==> src/mhs_pkg.sv <==
`default_nettype none

package mhs_pkg;

  localparam int SigW     = 17;
  localparam int BucketW  = 4;
  localparam int RowW     = 10;
  localparam int ColW     = 10;
  localparam int CmdW     = 2;
  localparam int CfgIdxW  = 3;
  localparam int CfgDataW = 4;
  localparam int HwHashes = 3;

  localparam int DefMaxNodes  = 1024;
  localparam int DefNumHashes = 3;

  localparam logic [SigW-1:0] SigEmpty = SigW'(99999);

  localparam logic [CfgDataW-1:0] OffsetReset [HwHashes] = '{4'd1, 4'd2, 4'd5};
  localparam logic [CfgDataW-1:0] SlopeReset  [HwHashes] = '{4'd1, 4'd3, 4'd7};

  typedef enum logic [CmdW-1:0] {
    CmdUpdate = 2'd0,
    CmdRead   = 2'd1,
    CmdClear  = 2'd2
  } cmd_e;

  typedef enum logic [CfgIdxW-1:0] {
    CfgHash0Offset = 3'd0,
    CfgHash0Slope  = 3'd1,
    CfgHash1Offset = 3'd2,
    CfgHash1Slope  = 3'd3,
    CfgHash2Offset = 3'd4,
    CfgHash2Slope  = 3'd5
  } cfg_idx_e;

endpackage

`default_nettype wire

==> src/mhs_bucket.sv <==
`default_nettype none

module mhs_bucket (
  input  logic [mhs_pkg::SigW-1:0]    sig_i,
  output logic [mhs_pkg::BucketW-1:0] bucket_o
);
  import mhs_pkg::*;

  localparam logic [15:0] RecipTen = 16'd52429;
  localparam int          RecipSh  = 19;
  localparam int          ProdW    = SigW + 16;
  localparam int          QuoW     = ProdW - RecipSh;

  logic [ProdW-1:0] prod;
  logic [QuoW-1:0]  quo;
  logic [SigW-1:0]  rem;

  // quotient by ten via reciprocal, exact over the full signature range
  assign prod     = ProdW'(sig_i) * ProdW'(RecipTen);
  assign quo      = prod[ProdW-1:RecipSh];
  assign rem      = sig_i - SigW'({quo, 3'b000} + {quo, 1'b0});
  assign bucket_o = rem[BucketW-1:0];

endmodule

`default_nettype wire

==> config.mk <==
export PLATFORM = sky130hd
export DESIGN_NAME = mhs_bucket
export DESIGN_NICKNAME = d
export VERILOG_FILES = /design/src/mhs_pkg.sv /design/src/mhs_bucket.sv
export SDC_FILE = /design/constraint.sdc
export NUM_CORES = 1
export LEC_CHECK = 0
export BUFFER_PORTS_ARGS = -buffer_cell sky130_fd_sc_hd__buf_2
export CORE_MARGIN = 5
export CORE_UTILIZATION = 40
export DETAILED_ROUTE_END_ITERATION = 12
export GPL_ROUTABILITY_DRIVEN = 0
export PLACE_DENSITY_LB_ADDON = 0.3
export SETUP_SLACK_MARGIN = 0.05
export SLEW_MARGIN = 20
export SYNTH_ARGS = -nofsm -noshare
export SYNTH_HDL_FRONTEND = slang
export SYNTH_SLANG_ARGS = --single-unit
==> constraint.sdc <==
create_clock -name vclk -period 15.7
set_clock_uncertainty 0.1 [all_clocks]
set_input_delay 3.14 -clock vclk [all_inputs]
set_output_delay 3.14 -clock vclk [all_outputs]
set_load 0.03 [all_outputs]
==> impl_metrics.ini, run 1 <==
[place]
hpwl_um = 7090
io_buffers = 21
preCtsSetupSlack_ps = 3430
placed_cells = 486

[logic_synthesis]
yosys-top-cells-area = fa_1, ha_1, inv_1
netlist_instances = 361
ys_types = 25
syn_area_per_cell_um2 = 9.44
synth_top_area_share_pct = 38.8
yosysMostFrequentCell = inv_1
syn_area_um2 = 3410
synth_warnings = 0
synth_seq_area_share_pct = 0
yosys.area.top_type = fa_1
synth_commonest_cells = inv_1, ha_1, fa_1
syn_nets = 531

[timing]
setup_violations = 0
slew_violations = 0
slew_headroom_pct = 64.2
hold_violations = 0
post-route-min-period_ps = 12300
rsz0062_at_grt = no
fin_setup_tns_ps = 0
max_freq_mhz = 81.3
fin_crit_sh_pct = 78.4
tightest_slew_ps = 533
setup_ws_ps = 3400

[layout]
diodes = 0
drive_gt1_share_pct = 6.56
clock_buffers = 0
final_nets = 553
nFlopsAndLatches = 0
final_cells = 486
areaGrowthSynthToFinish_pct = 6.83
seqCellArea_um2 = 0
nFillCells = 840

[critical_path]
crit_required_ps = 12460
start_kind = input port
path_class = input port to output port
endpoint_kind = output port
cp.arrival_ps = 9060
path_max_fanout = 7
cp-startpoint = sig_i[1]

[grt]
antenna_found_initial = 0
grt_pass1_wl_um = 13200
grt-ovfl-total = 0
grt_pass1_vias = 2643
grtUsageTotal_pct = 16.3
grt_start_max_net_pins = 9

[status]
outcome = finished, final reports clean

[drt]
drtIter0Drc = 41
num_vias = 2228
drc = 0
drt.antenna.violating_nets = 0
vias_per_cell = 4.58
drt_first_pass_iters = 4
routedWlPerCell_um = 15.3
drt-total-wl_um = 7460

[clock_network]
cts_post_setup_buffers_inserted = 0
postCtsResizedCells = 0
cts.hold.buffers_added = 0

[hold_path]
worstHoldPathType = input port to output port
min_from = sig_i[1]

[floorplan]
fp.dieW_um = 102
core_area_um2 = 8260
die_area_um2 = 10500
initial_core_util_pct = 41.3
dieHeight_um = 102
ioPinCount = 21
std_cell_rows = 33

[run]
drv_cap = 0
worst max-delay path: stages:
cell,delay [ps]
buf_2,170
ha_1,370
xor2_1,160
ha_1,300
fa_1,530
fa_1,540
fa_1,570
inv_1,60
fa_1,530
inv_1,40
ha_1,320
a21o_1,180
a21o_1,190
a21oi_2,220
nor2b_1,70
nor3_1,180
xnor2_1,150
ha_1,170
xor2_1,170
xnor2_1,150
xnor2_1,160
xnor2_1,170
xnor2_1,160
xnor2_1,130
buf_2,210
cell type report:
type                       instances  area (um2)  share of cell area, %
tap                              105         131                   3.61
inverter                         140         526                   14.4
timing repair buffer              21         105                   2.89
multi-input combinational        220        2880                   79.1
per-stage QoR:
stage	hold slack, ps	cell area, um2	utilization (%)
after floorplan	6360	3410	-
after global placement	6620	3640	44.1
after detailed placement	6630	3640	44.1
after CTS	6630	3640	44.1
after global routing	6660	3640	44.1
final	6630	3640	44.1
logic make-up after synthesis:
logic type                 after synthesis  share of synthesized area [%]
AOI/OAI and AO/OA                       21                           4.29
muxes                                    1                          0.294
buffers and inverters                  141                           15.5
adders and majority gates              153                           70.7
xor gates and xnor gates                23                           5.91
and+or+nand+nor                         22                           3.30
placed cells by master, fill, tap and decap left out:
master,synthesis,layout
and4_1,1,1
nor2b_1,1,1
a21oi_1,7,7
a21o_1,3,3
a2111oi_2,1,1
buf_2,0,21
and4b_1,1,1
nor3_1,3,3
ha_1,87,87
o211ai_1,1,1
nand4b_1,1,1
nor2_1,4,4
o21ai_0,3,3
a22oi_2,1,1
nand2_1,8,8
fa_1,66,66
xor2_1,6,6
xnor2_1,17,17
o21ai_1,1,1
mux2i_1,1,1
a21oi_2,2,2
a2111oi_0,1,1
nand4_1,3,3
a21boi_0,1,1
inv_1,140,140
routing by layer:
layer | up-vias | wire [um] | GRT usage [%]
li1 | 1114 | - | -
met4 | 0 | 58 | 0.908
met5 | - | 0 | 0
met3 | 4 | 224 | 1.30
met1 | 1083 | 3680 | 23.5
met2 | 27 | 3500 | 28.0
final timing paths:
path | endpoint | slack, ps | cells past startpoint
setup / recovery | bucket_o[3] | 3400 | 25
hold / removal | bucket_o[0] | 6630 | 3
Power of run 1 is not shown: default switching activity piles up to over one toggle a cycle in this logic, so the estimate is an artifact.
==> run 2: changes to the inputs <==
ABC_AREA = 1   (was not set)
clock period = 12.59 ns   (was 15.7 ns; I/O delays follow)
==> impl_metrics.ini, run 2 <==
[critical_path]
cp.arrival_ps = 8130
crit_path_frequent_cell = nand2_1
cp-endpoint = bucket_o[3]
cp-startpoint = sig_i[3]
path_class = input port to output port
path_max_fanout = 6
crit_required_ps = 9970
endpoint_kind = output port
slowest_stage = fa_1
start_kind = input port
max_stage_delay_ps = 560

[logic_synthesis]
synth_warnings = 0
syn_area_um2 = 3610
yosys.area.top_type = fa_1
syn_area_per_cell_um2 = 8.28
synth_top_area_share_pct = 36.6
syn_nets = 606
synth_seq_area_share_pct = 0
yosys-top-cells-area = fa_1, ha_1, inv_1
netlist_instances = 436
synth_commonest_cells = inv_1, ha_1, fa_1
ys_types = 21
yosysMostFrequentCell = inv_1

[layout]
areaGrowthSynthToFinish_pct = 6.66
final_nets = 629
seqCellArea_um2 = 0
nFlopsAndLatches = 0
diodes = 0
final_util_pct = 43.9
clock_buffers = 0
drive_gt1_share_pct = 6.78
final_cell_mix = inv_1, ha_1, fa_1
layout_commonest_cell = inv_1

[floorplan]
std_cell_rows = 34
core_area_um2 = 8760
fp.dieW_um = 105
initial_core_util_pct = 41.2
dieHeight_um = 105
ioPinCount = 21
die_area_um2 = 11000

[clock_network]
cts_post_setup_buffers_inserted = 0
postCtsResizedCells = 0
cts.hold.buffers_added = 0

[drt]
routedWlPerCell_um = 14.1
vias_per_cell = 4.74
drt-total-wl_um = 7960
drtIter0Drc = 102
drt.antenna.violating_nets = 0
drt_first_pass_iters = 4
num_vias = 2680
drc = 0

[run]
drv_cap = 0

[timing]
fin_crit_sh_pct = 85.4
fin_setup_tns_ps = 0
max_freq_mhz = 93.0
slew_headroom_pct = 81.0
setup_violations = 0
hold_violations = 0
slew_violations = 0
post-route-min-period_ps = 10750
rsz0062_at_grt = no
tightest_slew_ps = 285

[place]
hpwl_um = 7530
io_buffers = 21

[hold_path]
worstHoldPathType = input port to output port

[grt]
grt_pass1_wl_um = 13800
grt_pass1_vias = 2863
grt_start_max_net_pins = 8
grt-ovfl-total = 0
antenna_found_initial = 0
grtUsageTotal_pct = 15.4

[status]
outcome = finished, final reports clean
-- run 2: cell types whose count changed after synthesis, sizes merged, moves of 3 or more --
cell   delta
nand3    +11
a21oi     +3
xnor2    -13
nor3      -3
inv      +20
nand2    +53
nor2      +9
-- run 2: layout make-up --
class / instances / area (um2)
Fill cell: 873 / 4910
Multi-Input combinational cell: 275 / 3000
Inverter: 161 / 604
Tap cell: 108 / 135
Timing Repair Buffer: 21 / 105
-- run 2: cell families (layout without fill, tap and decap cells) --
logic type / Yosys count / in the layout / share of synthesized area (%)
and+or+nand+nor: 91 / 91 / 10.7
xor gates and xnor gates: 10 / 10 / 2.64
AOI/OAI and AO/OA: 21 / 21 / 3.12
adders and majority gates: 153 / 153 / 66.8
buffers and inverters: 161 / 182 / 16.7
-- run 2: per-stage QoR --
step | setup WS (ps) | std cells | hold slack (ps) | instance area (um2)
finish | 1840 | 565 | 5390 | 3850
global placement | 1930 | 565 | 5370 | 3850
CTS | 1820 | 565 | 5380 | 3850
global route | 1410 | 565 | 5400 | 3850
detailed placement | 1870 | 565 | 5380 | 3850
floorplan | 2410 | 436 | 5120 | 3610
-- run 2: worst min-delay path by stage --
stage / from / endpoint / slack [ps] / depth (start not counted)
finish: sig_i[1] / bucket_o[0] / 5390 / 3
floorplan: sig_i[1] / bucket_o[0] / 5120 / 1
detailed placement: sig_i[1] / bucket_o[0] / 5380 / 3
CTS: sig_i[1] / bucket_o[0] / 5380 / 3
global placement: sig_i[1] / bucket_o[0] / 5370 / 3
global route: sig_i[1] / bucket_o[0] / 5400 / 3
-- run 2: worst max-delay path, delay by kind of cell --
kind            cells  cell delay (ps)
simple gates        9              710
fa+ha+maj           8             3510
xor+xnor            2              320
compound gates      3              430
buf+inv             7              640
-- run 2: metal layers --
layer	global-route usage (%)	up-vias	part of all wire [%]
li1	-	1319	-
met1	21.7	1302	46
met2	27.0	53	49
met3	0.740	6	4.3
met4	1.46	0	1.3
met5	0	-	0
Power of run 2 is left out for the same reason.
==> run 3: changes to the inputs <==
ABC_AREA = not set   (was 1)
==> impl_metrics.ini, run 3 (same netlist as run 1, synthesis figures left out) <==
[layout]
drive_gt1_share_pct = 6.56
final_cells = 486
nFillCells = 844
final_util_pct = 44.1
final_nets = 553
clock_buffers = 0
areaGrowthSynthToFinish_pct = 6.83
nFlopsAndLatches = 0
diodes = 0
seqCellArea_um2 = 0
final_cell_mix = inv_1, ha_1, fa_1
multi_input_area_um2 = 2880
layout_commonest_cell = inv_1

[status]
outcome = finished, final reports clean

[timing]
setup_violations = 0
tightest_slew_ps = 567
rsz0062_at_grt = no
slew_headroom_pct = 61.9
setup_ws_ps = 1500
fin_crit_sh_pct = 88.1
fin_setup_tns_ps = 0
slew_violations = 0
hold_violations = 0
post-route-min-period_ps = 11090
max_freq_mhz = 90.2

[hold_path]
worstHoldPathType = input port to output port

[critical_path]
crit_required_ps = 9970
path_class = input port to output port
path_max_fanout = 7
endpoint_kind = output port
start_kind = input port
cp.arrival_ps = 8470

[grt]
grt-ovfl-total = 0
grt_pass1_wl_um = 13300
grtUsageTotal_pct = 16.4
antenna_found_initial = 0
grt_pass1_vias = 2577
grt_start_max_net_pins = 9

[drt]
drt_first_pass_iters = 4
drt.antenna.violating_nets = 0
drtIter0Drc = 50
drt-total-wl_um = 7440
drc = 0
num_vias = 2254
vias_per_cell = 4.64
routedWlPerCell_um = 15.3

[clock_network]
cts_post_setup_buffers_inserted = 0
cts.hold.buffers_added = 0
postCtsResizedCells = 0

[run]
drv_cap = 0

[place]
placed_cells = 486
preCtsSetupSlack_ps = 1520
hpwl_um = 7160
io_buffers = 21

[floorplan]
ioPinCount = 21
std_cell_rows = 33
initial_core_util_pct = 41.3
fp.dieW_um = 102
dieHeight_um = 102
die_area_um2 = 10500
core_area_um2 = 8260
## run 3: cell type report
cell class,instances,share of cell area (%)
multi-input combinational,220,79.1
inverter,140,14.4
tap,105,3.61
timing repair buffer,21,2.89
## run 3: path summary, 6_finish.rpt
| path | endpoint | start | cells after the start | slack (ps) |
|---|---|---|---|---|
| max | bucket_o[3] | sig_i[1] | 25 | 1500 |
| min | bucket_o[0] | sig_i[1] | 3 | 5390 |
## run 3: metal layers
layer	global-route usage (%)	vias up	part of all wire, %
met1	24.6	1109	49
met5	0	-	0
met4	0.404	0	0.28
met3	0.819	2	3.5
met2	27.8	27	47
li1	-	1116	-
## run 3: critical path, stage by stage
cell and delay, ps:
buf_2 170, ha_1 370, xor2_1 170, ha_1 300, fa_1 530, fa_1 540
fa_1 570, inv_1 70, fa_1 530, inv_1 40, ha_1 310, a21o_1 190
a21o_1 190, a21oi_2 220, nor2b_1 70, nor3_1 170, xnor2_1 140, ha_1 180
xor2_1 170, xnor2_1 160, xnor2_1 170, xnor2_1 160, xnor2_1 160, xnor2_1 140
buf_2 210
## run 3: through the flow
step,hold slack [ps],area [um2]
after floorplan,5120,3410
after global placement,5380,3640
after global routing,5430,3640
after detailed placement,5390,3640
final,5390,3640
after CTS,5390,3640
Power of run 3 is left out for the same reason.
